### src/rtl/i2cm_pkg.sv
// shared types and constants for the i2c master controller
// command codes, the queued tick record and the queue sizing; no dependencies
package i2cm_pkg;

    localparam int DELAY_W     = 16;
    localparam int ADDR_W      = 24;
    localparam int QUEUE_DEPTH = 2;
    localparam int QPTR_W      = (QUEUE_DEPTH > 1) ? $clog2(QUEUE_DEPTH) : 1;
    localparam int QCNT_W      = $clog2(QUEUE_DEPTH + 1);

    localparam logic [DELAY_W-1:0] DELAY_RESET = 16'd250;

    typedef enum logic [2:0] {
        CMD_NONE        = 3'd0,
        CMD_START       = 3'd1,
        CMD_STOP        = 3'd2,
        CMD_WRITE       = 3'd3,
        CMD_READ_ACK    = 3'd4,
        CMD_READ_NACK   = 3'd5,
        CMD_RANDOM_READ = 3'd6
    } cmd_t;

    // one tick after classification
    typedef struct packed {
        cmd_t              cmd;
        logic [ADDR_W-1:0] addr_hold;
        logic              sda;
    } item_t;

    // head of the queue as seen by the bus engine
    typedef struct packed {
        logic  valid;
        item_t item;
    } head_t;

endpackage

### src/rtl/i2c_master_controller_core.sv
// top level of the tick driven i2c master controller: apb register, front end,
// queue and bus engine; depends on i2cm_pkg, i2cm_front, i2cm_queue, i2cm_engine
//
//  channel   direction  handshake              contents
//  s_*       in         s_valid / s_ready      command, operands, sda sample (one tick)
//  m_*       out        m_valid / m_ready      scl/sda drive, ready, done, read data, nack
//  apb       in/out     psel, penable, pwrite  delay_ticks at byte address 0
//
//  one tick per cycle sustained while m_ready stays high; an accepted tick is written
//  into the queue and then into the engine output register, which drives m_*
//  the per-tick sequencer update is combinational logic in the engine
//  reset is synchronous on aresetn: bus released, sequencer idle, delay_ticks 250
//  the two-entry queue keeps taking ticks while m_ready is low, then s_ready drops
//  a tick with no command or code 7 just advances the running phase timer
module i2c_master_controller_core (
    input  logic        aclk,
    input  logic        aresetn,

    // tick input
    input  logic        s_valid,
    output logic        s_ready,
    input  logic [2:0]  s_command,
    input  logic [7:0]  s_write_byte,
    input  logic [7:0]  s_device_address,
    input  logic [15:0] s_register_address,
    input  logic        s_sda_in,

    // tick result
    output logic        m_valid,
    input  logic        m_ready,
    output logic        m_scl_level,
    output logic        m_sda_level,
    output logic        m_ready_res,
    output logic        m_done_res,
    output logic [7:0]  m_read_data,
    output logic        m_nack,

    // configuration
    input  logic        psel,
    input  logic        penable,
    input  logic        pwrite,
    input  logic [2:0]  paddr,
    input  logic [31:0] pwdata,
    output logic [31:0] prdata,
    output logic        pready
);
    import i2cm_pkg::*;

    localparam logic REG_DELAY = 1'b0;

    logic [DELAY_W-1:0] delay_reg;
    logic               cfg_write;
    item_t              front_item;
    head_t              q_head;
    logic               q_pop;
    logic               q_not_full;

    // register file: one word, index taken from paddr[2]
    assign pready    = 1'b1;
    assign cfg_write = psel && penable && pwrite && pready;
    assign prdata    = (paddr[2] == REG_DELAY) ? {16'b0, delay_reg} : 32'b0;

    always_ff @(posedge aclk) begin
        if (!aresetn) begin
            delay_reg <= DELAY_RESET;
        end else if (cfg_write && paddr[2] == REG_DELAY) begin
            delay_reg <= pwdata[DELAY_W-1:0];
        end
    end

    // front end: command classification
    i2cm_front u_front (
        .s_command          (s_command),
        .s_write_byte       (s_write_byte),
        .s_device_address   (s_device_address),
        .s_register_address (s_register_address),
        .s_sda_in           (s_sda_in),
        .item               (front_item)
    );

    // decoupling queue; full queue backpressures the input transaction
    i2cm_queue u_queue (
        .aclk      (aclk),
        .aresetn   (aresetn),
        .push      (s_valid),
        .push_item (front_item),
        .not_full  (q_not_full),
        .pop       (q_pop),
        .head      (q_head)
    );

    assign s_ready = q_not_full;

    // back end: phase sequencer and result register
    i2cm_engine u_engine (
        .aclk        (aclk),
        .aresetn     (aresetn),
        .delay_ticks (delay_reg),
        .head        (q_head),
        .pop         (q_pop),
        .m_valid     (m_valid),
        .m_ready     (m_ready),
        .m_scl_level (m_scl_level),
        .m_sda_level (m_sda_level),
        .m_ready_res (m_ready_res),
        .m_done_res  (m_done_res),
        .m_read_data (m_read_data),
        .m_nack      (m_nack)
    );

endmodule

### src/rtl/i2cm_front.sv
// front end: classifies the command of each incoming tick and packs its operands
// depends on i2cm_pkg
module i2cm_front (
    input  logic [2:0]        s_command,
    input  logic [7:0]        s_write_byte,
    input  logic [7:0]        s_device_address,
    input  logic [15:0]       s_register_address,
    input  logic              s_sda_in,
    output i2cm_pkg::item_t   item
);
    import i2cm_pkg::*;

    always_comb begin
        item.sda = s_sda_in;
        unique case (s_command) inside
            CMD_START, CMD_STOP, CMD_WRITE, CMD_READ_ACK, CMD_READ_NACK,
            CMD_RANDOM_READ: begin
                item.cmd = cmd_t'(s_command);
            end
            default: begin
                item.cmd = CMD_NONE;
            end
        endcase
        // random read carries device and register address, the rest the write byte
        if (item.cmd == CMD_RANDOM_READ) begin
            item.addr_hold = {s_device_address, s_register_address};
        end else begin
            item.addr_hold = {16'b0, s_write_byte};
        end
    end

endmodule

### src/rtl/i2cm_queue.sv
// short fifo between the front end and the bus engine
// depends on i2cm_pkg
module i2cm_queue (
    input  logic              aclk,
    input  logic              aresetn,
    input  logic              push,
    input  i2cm_pkg::item_t   push_item,
    output logic              not_full,
    input  logic              pop,
    output i2cm_pkg::head_t   head
);
    import i2cm_pkg::*;

    item_t             entry_reg [QUEUE_DEPTH];
    logic [QPTR_W-1:0] wr_ptr_reg, wr_ptr_next;
    logic [QPTR_W-1:0] rd_ptr_reg, rd_ptr_next;
    logic [QCNT_W-1:0] count_reg, count_next;
    logic              do_push, do_pop;

    assign not_full   = (count_reg != QCNT_W'(QUEUE_DEPTH));
    assign do_push    = push && not_full;
    assign do_pop     = pop && (count_reg != '0);
    assign head.valid = (count_reg != '0);
    assign head.item  = entry_reg[rd_ptr_reg];

    always_comb begin
        wr_ptr_next = wr_ptr_reg;
        rd_ptr_next = rd_ptr_reg;
        count_next  = count_reg;
        if (do_push) begin
            wr_ptr_next = (wr_ptr_reg == QPTR_W'(QUEUE_DEPTH - 1)) ? '0
                                                                   : wr_ptr_reg + 1'b1;
        end
        if (do_pop) begin
            rd_ptr_next = (rd_ptr_reg == QPTR_W'(QUEUE_DEPTH - 1)) ? '0
                                                                   : rd_ptr_reg + 1'b1;
        end
        if (do_push && !do_pop) begin
            count_next = count_reg + 1'b1;
        end else if (do_pop && !do_push) begin
            count_next = count_reg - 1'b1;
        end
    end

    always_ff @(posedge aclk) begin
        if (!aresetn) begin
            wr_ptr_reg <= '0;
            rd_ptr_reg <= '0;
            count_reg  <= '0;
        end else begin
            wr_ptr_reg <= wr_ptr_next;
            rd_ptr_reg <= rd_ptr_next;
            count_reg  <= count_next;
        end
    end

    always_ff @(posedge aclk) begin
        if (do_push) begin
            entry_reg[wr_ptr_reg] <= push_item;
        end
    end

    a_count_bound: assert property (@(posedge aclk) disable iff (!aresetn)
        count_reg <= QCNT_W'(QUEUE_DEPTH))
        else $error("queue fill count beyond depth");

    a_count_grows: assert property (@(posedge aclk) disable iff (!aresetn)
        (do_push && !do_pop) |=> count_reg == $past(count_reg) + QCNT_W'(1))
        else $error("queue fill count lost a push");

endmodule

### src/rtl/i2cm_engine.sv
// bus engine: advances the i2c phase sequencer by one tick per queued item
// and holds the result in an output register; depends on i2cm_pkg
module i2cm_engine (
    input  logic                          aclk,
    input  logic                          aresetn,
    input  logic [i2cm_pkg::DELAY_W-1:0]  delay_ticks,
    input  i2cm_pkg::head_t               head,
    output logic                          pop,
    output logic                          m_valid,
    input  logic                          m_ready,
    output logic                          m_scl_level,
    output logic                          m_sda_level,
    output logic                          m_ready_res,
    output logic                          m_done_res,
    output logic [7:0]                    m_read_data,
    output logic                          m_nack
);
    import i2cm_pkg::*;

    typedef enum logic [4:0] {
        PH_IDLE    = 5'd0,
        PH_START_A = 5'd1,
        PH_START_B = 5'd2,
        PH_START_C = 5'd3,
        PH_STOP_A  = 5'd4,
        PH_STOP_B  = 5'd5,
        PH_STOP_C  = 5'd6,
        PH_STOP_D  = 5'd7,
        PH_WR_A    = 5'd8,
        PH_WR_B    = 5'd9,
        PH_WR_C    = 5'd10,
        PH_ACK_A   = 5'd11,
        PH_ACK_B   = 5'd12,
        PH_ACK_C   = 5'd13,
        PH_RD_A    = 5'd14,
        PH_RD_B    = 5'd15,
        PH_RA_A    = 5'd16,
        PH_RA_B    = 5'd17,
        PH_RA_C    = 5'd18,
        PH_RA_D    = 5'd19
    } phase_t;

    typedef enum logic [3:0] {
        P_END       = 4'd0,
        P_START     = 4'd1,
        P_STOP      = 4'd2,
        P_SEND_LOW  = 4'd3,
        P_SEND_DEV  = 4'd4,
        P_SEND_HI   = 4'd5,
        P_SEND_DEVR = 4'd6,
        P_WACK_REC  = 4'd7,
        P_WACK_CHK  = 4'd8,
        P_WACK_IGN  = 4'd9,
        P_RECV      = 4'd10,
        P_ACK       = 4'd11,
        P_NACK      = 4'd12
    } prim_t;

    typedef struct packed {
        phase_t     ph;
        logic [7:0] sh;
        logic       done;
    } begin_t;

    localparam int RR_LEN = 13;
    localparam logic [3:0] STOP_INDEX = 4'd12;
    localparam prim_t RR_SEQ [RR_LEN] = '{
        P_START, P_SEND_DEV, P_WACK_CHK, P_SEND_HI, P_WACK_IGN, P_SEND_LOW,
        P_WACK_IGN, P_START, P_SEND_DEVR, P_WACK_IGN, P_RECV, P_NACK, P_STOP
    };

    function automatic prim_t prim_at(cmd_t c, logic [3:0] s);
        prim_t r;
        r = P_END;
        case (c)
            CMD_START:       r = (s == 4'd0) ? P_START : P_END;
            CMD_STOP:        r = (s == 4'd0) ? P_STOP : P_END;
            CMD_WRITE:       r = (s == 4'd0) ? P_SEND_LOW : (s == 4'd1) ? P_WACK_REC : P_END;
            CMD_READ_ACK:    r = (s == 4'd0) ? P_RECV : (s == 4'd1) ? P_ACK : P_END;
            CMD_READ_NACK:   r = (s == 4'd0) ? P_RECV : (s == 4'd1) ? P_NACK : P_END;
            CMD_RANDOM_READ: r = (s < 4'(RR_LEN)) ? RR_SEQ[s] : P_END;
            default:         r = P_END;
        endcase
        return r;
    endfunction

    function automatic begin_t begin_prim(prim_t p, logic [ADDR_W-1:0] a, logic [7:0] sh);
        begin_t r;
        r.ph   = PH_IDLE;
        r.sh   = sh;
        r.done = 1'b0;
        case (p) inside
            P_START:     r.ph = PH_START_A;
            P_STOP:      r.ph = PH_STOP_A;
            P_SEND_LOW: begin
                r.sh = a[7:0];
                r.ph = PH_WR_A;
            end
            P_SEND_HI: begin
                r.sh = a[15:8];
                r.ph = PH_WR_A;
            end
            P_SEND_DEV: begin
                r.sh = a[23:16];
                r.ph = PH_WR_A;
            end
            P_SEND_DEVR: begin
                r.sh = {a[23:17], 1'b1};
                r.ph = PH_WR_A;
            end
            P_WACK_REC, P_WACK_CHK, P_WACK_IGN: r.ph = PH_ACK_A;
            P_RECV: begin
                r.sh = 8'h00;
                r.ph = PH_RD_A;
            end
            P_ACK, P_NACK: r.ph = PH_RA_A;
            default: begin
                r.ph   = PH_IDLE;
                r.done = 1'b1;
            end
        endcase
        return r;
    endfunction

    // sequencer state
    phase_t             phase_reg, phase_next;
    logic [3:0]         step_reg, step_next;
    logic [3:0]         bit_count_reg, bit_count_next;
    logic [7:0]         shift_reg, shift_next;
    logic [DELAY_W-1:0] timer_reg, timer_next;
    logic               scl_reg, scl_next;
    logic               sda_reg, sda_next;
    logic [ADDR_W-1:0]  addr_reg, addr_next;
    logic               ack_reg, ack_next;
    cmd_t               run_cmd_reg, run_cmd_next;
    logic [7:0]         rx_reg, rx_next;
    logic               done_next;

    // output register
    logic               m_valid_reg;
    logic               m_done_reg;
    logic               m_ready_res_reg;

    logic [DELAY_W-1:0] eff_delay;
    logic [DELAY_W-1:0] timer_inc;

    assign eff_delay = (delay_ticks == '0) ? DELAY_W'(1) : delay_ticks;
    assign pop       = head.valid && (!m_valid_reg || m_ready);

    always_comb begin
        begin_t b;
        prim_t  p;
        phase_t ph_cur;
        logic   adv;
        logic   jump_stop;

        phase_next     = phase_reg;
        step_next      = step_reg;
        bit_count_next = bit_count_reg;
        shift_next     = shift_reg;
        timer_next     = timer_reg;
        scl_next       = scl_reg;
        sda_next       = sda_reg;
        addr_next      = addr_reg;
        ack_next       = ack_reg;
        run_cmd_next   = run_cmd_reg;
        rx_next        = rx_reg;
        done_next      = 1'b0;
        adv            = 1'b0;
        jump_stop      = 1'b0;
        timer_inc      = '0;
        b              = '0;
        p              = P_END;
        ph_cur         = PH_IDLE;

        // command launch while idle
        if (phase_reg == PH_IDLE && head.item.cmd != CMD_NONE) begin
            run_cmd_next   = head.item.cmd;
            step_next      = 4'd0;
            ack_next       = 1'b0;
            addr_next      = head.item.addr_hold;
            timer_next     = '0;
            bit_count_next = 4'd0;
            b              = begin_prim(prim_at(head.item.cmd, 4'd0), addr_next, shift_next);
            phase_next     = b.ph;
            shift_next     = b.sh;
            done_next      = done_next | b.done;
        end

        if (phase_next != PH_IDLE) begin
            p = prim_at(run_cmd_next, step_next);
            // first tick of a phase drives its levels
            if (timer_next == '0) begin
                unique case (phase_next)
                    PH_START_A: begin
                        scl_next = 1'b1;
                        sda_next = 1'b1;
                    end
                    PH_START_B: sda_next = 1'b0;
                    PH_START_C: scl_next = 1'b0;
                    PH_STOP_B:  sda_next = 1'b0;
                    PH_STOP_C:  scl_next = 1'b1;
                    PH_STOP_D:  sda_next = 1'b1;
                    PH_WR_A:    sda_next = shift_next[7];
                    PH_WR_B:    scl_next = 1'b1;
                    PH_WR_C:    scl_next = 1'b0;
                    PH_ACK_A:   sda_next = 1'b1;
                    PH_ACK_B:   scl_next = 1'b1;
                    PH_ACK_C:   scl_next = 1'b0;
                    PH_RD_A: begin
                        scl_next = 1'b0;
                        sda_next = 1'b1;
                    end
                    PH_RD_B:    scl_next = 1'b1;
                    PH_RA_A:    scl_next = 1'b0;
                    PH_RA_B:    sda_next = (p == P_NACK);
                    PH_RA_C:    scl_next = 1'b1;
                    PH_RA_D:    scl_next = 1'b0;
                    default:    ;
                endcase
            end

            timer_inc = timer_next + DELAY_W'(1);
            if (timer_inc >= eff_delay) begin
                timer_next = '0;
                ph_cur     = phase_next;
                unique case (ph_cur)
                    PH_START_A: phase_next = PH_START_B;
                    PH_START_B: phase_next = PH_START_C;
                    PH_STOP_A:  phase_next = PH_STOP_B;
                    PH_STOP_B:  phase_next = PH_STOP_C;
                    PH_STOP_C:  phase_next = PH_STOP_D;
                    PH_WR_A:    phase_next = PH_WR_B;
                    PH_WR_B:    phase_next = PH_WR_C;
                    PH_WR_C: begin
                        shift_next     = {shift_next[6:0], 1'b0};
                        bit_count_next = bit_count_next + 4'd1;
                        if (bit_count_next < 4'd8) begin
                            phase_next = PH_WR_A;
                        end else begin
                            adv = 1'b1;
                        end
                    end
                    PH_ACK_A:   phase_next = PH_ACK_B;
                    PH_ACK_B: begin
                        if (p != P_WACK_IGN) begin
                            ack_next = head.item.sda;
                        end
                        if (head.item.sda) begin
                            // missing device acknowledge aborts into a stop
                            if (p == P_WACK_CHK) begin
                                jump_stop = 1'b1;
                            end else begin
                                adv = 1'b1;
                            end
                        end else begin
                            phase_next = PH_ACK_C;
                        end
                    end
                    PH_RD_A:    phase_next = PH_RD_B;
                    PH_RD_B: begin
                        shift_next     = {shift_next[6:0], head.item.sda};
                        bit_count_next = bit_count_next + 4'd1;
                        if (bit_count_next < 4'd8) begin
                            phase_next = PH_RD_A;
                        end else begin
                            rx_next = shift_next;
                            adv     = 1'b1;
                        end
                    end
                    PH_RA_A:    phase_next = PH_RA_B;
                    PH_RA_B:    phase_next = PH_RA_C;
                    PH_RA_C:    phase_next = PH_RA_D;
                    PH_START_C, PH_STOP_D, PH_ACK_C, PH_RA_D: adv = 1'b1;
                    default:    phase_next = PH_IDLE;
                endcase

                if (adv || jump_stop) begin
                    if (jump_stop) begin
                        step_next = STOP_INDEX;
                        b = begin_prim(P_STOP, addr_next, shift_next);
                    end else begin
                        step_next = step_next + 4'd1;
                        b = begin_prim(prim_at(run_cmd_next, step_next), addr_next, shift_next);
                    end
                    bit_count_next = 4'd0;
                    phase_next     = b.ph;
                    shift_next     = b.sh;
                    done_next      = done_next | b.done;
                end
            end else begin
                timer_next = timer_inc;
            end
        end
    end

    always_ff @(posedge aclk) begin
        if (!aresetn) begin
            phase_reg       <= PH_IDLE;
            step_reg        <= 4'd0;
            bit_count_reg   <= 4'd0;
            shift_reg       <= 8'h00;
            timer_reg       <= '0;
            scl_reg         <= 1'b1;
            sda_reg         <= 1'b1;
            addr_reg        <= '0;
            ack_reg         <= 1'b0;
            run_cmd_reg     <= CMD_NONE;
            rx_reg          <= 8'h00;
            m_valid_reg     <= 1'b0;
            m_done_reg      <= 1'b0;
            m_ready_res_reg <= 1'b1;
        end else begin
            if (pop) begin
                phase_reg       <= phase_next;
                step_reg        <= step_next;
                bit_count_reg   <= bit_count_next;
                shift_reg       <= shift_next;
                timer_reg       <= timer_next;
                scl_reg         <= scl_next;
                sda_reg         <= sda_next;
                addr_reg        <= addr_next;
                ack_reg         <= ack_next;
                run_cmd_reg     <= run_cmd_next;
                rx_reg          <= rx_next;
                m_done_reg      <= done_next;
                m_ready_res_reg <= (phase_next == PH_IDLE);
                m_valid_reg     <= 1'b1;
            end else if (m_ready) begin
                m_valid_reg <= 1'b0;
            end
        end
    end

    assign m_valid     = m_valid_reg;
    assign m_scl_level = scl_reg;
    assign m_sda_level = sda_reg;
    assign m_ready_res = m_ready_res_reg;
    assign m_done_res  = m_done_reg;
    assign m_read_data = rx_reg;
    assign m_nack      = ack_reg;

    a_busy_has_cmd: assert property (@(posedge aclk) disable iff (!aresetn)
        (phase_reg != PH_IDLE) |-> (run_cmd_reg != CMD_NONE))
        else $error("sequencer busy without a running command");

    a_bit_bound: assert property (@(posedge aclk) disable iff (!aresetn)
        bit_count_reg <= 4'd8)
        else $error("bit counter past one byte");

    a_done_idle: assert property (@(posedge aclk) disable iff (!aresetn)
        (m_valid_reg && m_done_reg) |-> m_ready_res_reg)
        else $error("done reported while sequencer still busy");

endmodule

### config.mk
export PLATFORM = sky130hd
export DESIGN_NAME = i2c_master_controller_core
export DESIGN_NICKNAME = d
export VERILOG_FILES = /design/src/rtl/i2cm_pkg.sv /design/src/rtl/i2c_master_controller_core.sv /design/src/rtl/i2cm_front.sv /design/src/rtl/i2cm_queue.sv /design/src/rtl/i2cm_engine.sv
export SDC_FILE = /design/constraint.sdc
export NUM_CORES = 1
export LEC_CHECK = 0
export ABC_AREA = 1
export ABC_CLOCK_PERIOD_IN_PS = 8300
export BUFFER_PORTS_ARGS = -buffer_cell sky130_fd_sc_hd__buf_2
export CAP_MARGIN = 30
export CORE_UTILIZATION = 50
export DETAILED_ROUTE_END_ITERATION = 6
export PLACE_DENSITY = 0.7
export SLEW_MARGIN = 20
export SYNTH_ARGS = -nofsm -noshare
export SYNTH_HDL_FRONTEND = slang
export SYNTH_SLANG_ARGS = --single-unit
### constraint.sdc
create_clock -name aclk -period 8.3 [get_ports aclk]
set_input_delay 0.415 -clock aclk [delete_from_list [all_inputs] [get_ports aclk]]
set_output_delay 0.415 -clock aclk [all_outputs]
set_load 0.005 [all_outputs]
==> results.cfg <==
[synth]
ys_seq_elements = 155
synth_cell_type_count = 55
synth_cells = 1375
synth_area_um2 = 9850
yosys_warnings = 0
ys.flop_type = dfxtp_1
async_reset_ff_frac = 0
yosys.area.top_type_share = 0.201
synth_area_per_cell_um2 = 7.16
yosys-top-cells-count = nand2_1 (290), nor2_1 (185), inv_1 (173)
synth-edff-count = 56
synthTopCellsByArea = dfxtp_1 (20%), edfxtp_1 (17%), nand2_1 (11%)
yosysSeqAreaShare = 0.372
yosysMostFrequentCell = nand2_1
synth_top_area_cell = dfxtp_1

[floorplanning]
rows = 50
die_h_um = 142
die_area_um2 = 20300
core_area_um2 = 19000
die_width_um = 142
ioPinCount = 126
start_util = 0.518

[run]
cap_violations = 0

[place]
io_buffers = 90
routabilityCongestion = 0.909
dp_hpwl_um = 17200

[cts]
postCtsSetupRepairBufs = 0
cts_resized = 0
cts_tree = built
postCtsHoldBufs = 0
cts_max_path_buffers = 2
clk_pin_slew_ns = 0.07
cts_num_sinks = 155
cts_inserted_buffers = 17
cts_root_buffer = clkbuf_16
cts.htree.levels = 4
clkLatencyLatePin_ns = 0.43

[worst_setup_path]
max_stage_delay_ns = 0.54
critPathArrivalTime_ns = 6.58
worst-setup-path-type = reg -> reg
path_common_cell = nand3_1
crit_buf_inv = 6
r2r_cells = 31
worstPathRequired_ns = 8.61
critPathSlowestCell = nand2_1
critPathCapture = u_engine.m_read_data[7]$_SDFFE_PN0P_
worstPathMaxFanout = 29
rrSetupSlack_ns = 2.03
end_kind = register
crit_family = simple AND/OR/NAND/NOR gates
crit_cells = 31
r2r-end = u_engine.m_read_data[7]$_SDFFE_PN0P_
critPathLaunchType = register

[timing]
tightestPinTransition_ns = 0.816
setup_viol_count_final = 0
rsz0062_at_grt = no
period_share = 0.755
final_max_slew_viol_count = 0
fmax_mhz = 160
min_period_ns = 6.27
maxSlewHeadroom = 0.456
tns_ns = 0
fin_hold_ws_ns = 0.168
fin_skew_ns = 0.0126
hold_viol_final = 0

[final_layout]
largest_reg_flops = 56
syn2layout_area_growth_pct = 11.9
nNetsFinal = 1545
drive_gt1_frac = 0.169
antennaDiodeCount = 0

[routing]
via_count = 8985
wirelength_um = 24400
firstDrtPassIters = 5
antenna_left = 0
drt-initial-drc-count = 812
post_drt_wl_per_cell_um = 14.3
drcViolationCount = 0
viasPerCell = 5.25

[power]
p_leak_nw = 5.14
p_per_area_nw_per_um2 = 442
ir_drop_mv = 0.256

[global_routing]
track_usage = 0.250
grt_overflow = 0
grt_pass1_wl_um = 39900
grt_max_degree = 81
antenna_found_initial = 0
first_global_vias = 8167

[hold_path]
hp-class = in -> reg

[status]
outcome = complete, no violations
-- logic make-up (layout without fill, tap and decap cells) --
| kind of cell | after synthesis | count (layout) | synth area share |
|---|---|---|---|
| and+or+nand+nor | 639 | 639 | 0.304 |
| xor gates and xnor gates | 13 | 13 | 0.0116 |
| buffers and inverters | 265 | 328 | 0.112 |
| muxes | 8 | 8 | 0.00915 |
| DFF | 155 | 155 | 0.372 |
| adders and majority gates | 27 | 27 | 0.0343 |
| other | 2 | 17 | 0.000763 |
| AOI/OAI and AO/OA | 266 | 266 | 0.156 |
-- metrics by stage --
step / util / total power, mW / worst slack [ns] / instance area [um^2] / std cells
floorplan: - / 3.40 / 3.67 / 9900 / 1390
global placement: 0.546 / 3.99 / 2.23 / 10400 / 1679
detailed placement: 0.547 / 4.03 / 2.13 / 10400 / 1680
CTS: 0.579 / 4.85 / 2.03 / 11000 / 1712
global route: 0.579 / 5.29 / 1.40 / 11000 / 1713
finish: 0.579 / 4.87 / 2.03 / 11000 / 1713
-- layout by cell type, fill, tap and decap left out, types with 22 or more instances in the layout --
cell type / Yosys / routed
a21oi_1: 74 / 73
a31oi_1: 29 / 29
inv_1: 173 / 173
dfxtp_1: 99 / 99
ha_1: 27 / 27
edfxtp_1: 56 / 56
nor2_1: 185 / 183
o211ai_1: 22 / 22
buf_2: 6 / 90
o21ai_0: 106 / 106
nand2_1: 290 / 290
nand3_1: 48 / 48
-- worst min-delay path by stage --
stage / start / endpoint / depth (start not counted)
after CTS: s_sda_in / u_queue.entry_reg[1][0]$_DFFE_PP_ / 1
after floorplan: u_queue.rd_ptr_reg$_SDFFE_PN0P_ / register / 1
final: s_sda_in / u_queue.entry_reg[1][0]$_DFFE_PP_ / 1
after global routing: s_sda_in / u_queue.entry_reg[0][0]$_DFFE_PP_ / 1
after global placement: u_queue.rd_ptr_reg$_SDFFE_PN0P_ / u_queue.rd_ptr_reg$_SDFFE_PN0P_ / 1
after detailed placement: u_queue.rd_ptr_reg$_SDFFE_PN0P_ / register / 1
-- power by group --
group | switching [mW] | leakage, nW | total [mW] | internal, mW
Sequential | 0.0985 | 1.35 | 1.09 | 0.995
Clock | 0.352 | 0.300 | 0.809 | 0.457
Combinational | 2.08 | 3.49 | 2.96 | 0.888
Total | 2.53 | 5.14 | 4.87 | 2.34
-- metal layers --
metal  global-route usage  up-vias  routed length, um
li1                     -     4585                  -
met1                0.326     4095              11000
met2                0.422      270              11600
met3               0.0431       35               1280
met4               0.0764        0                484
met5                    0        -                  0
-- area by class of cell --
type | instances | area [um^2]
tap | 260 | 325
timing repair buffer | 101 | 534
sequential | 155 | 3660
clock buffer | 18 | 429
multi-input combinational | 970 | 5150
inverter | 195 | 734
clock inverter | 14 | 179
fill | 1809 | 8000
Power figures use the tool's default switching activity.
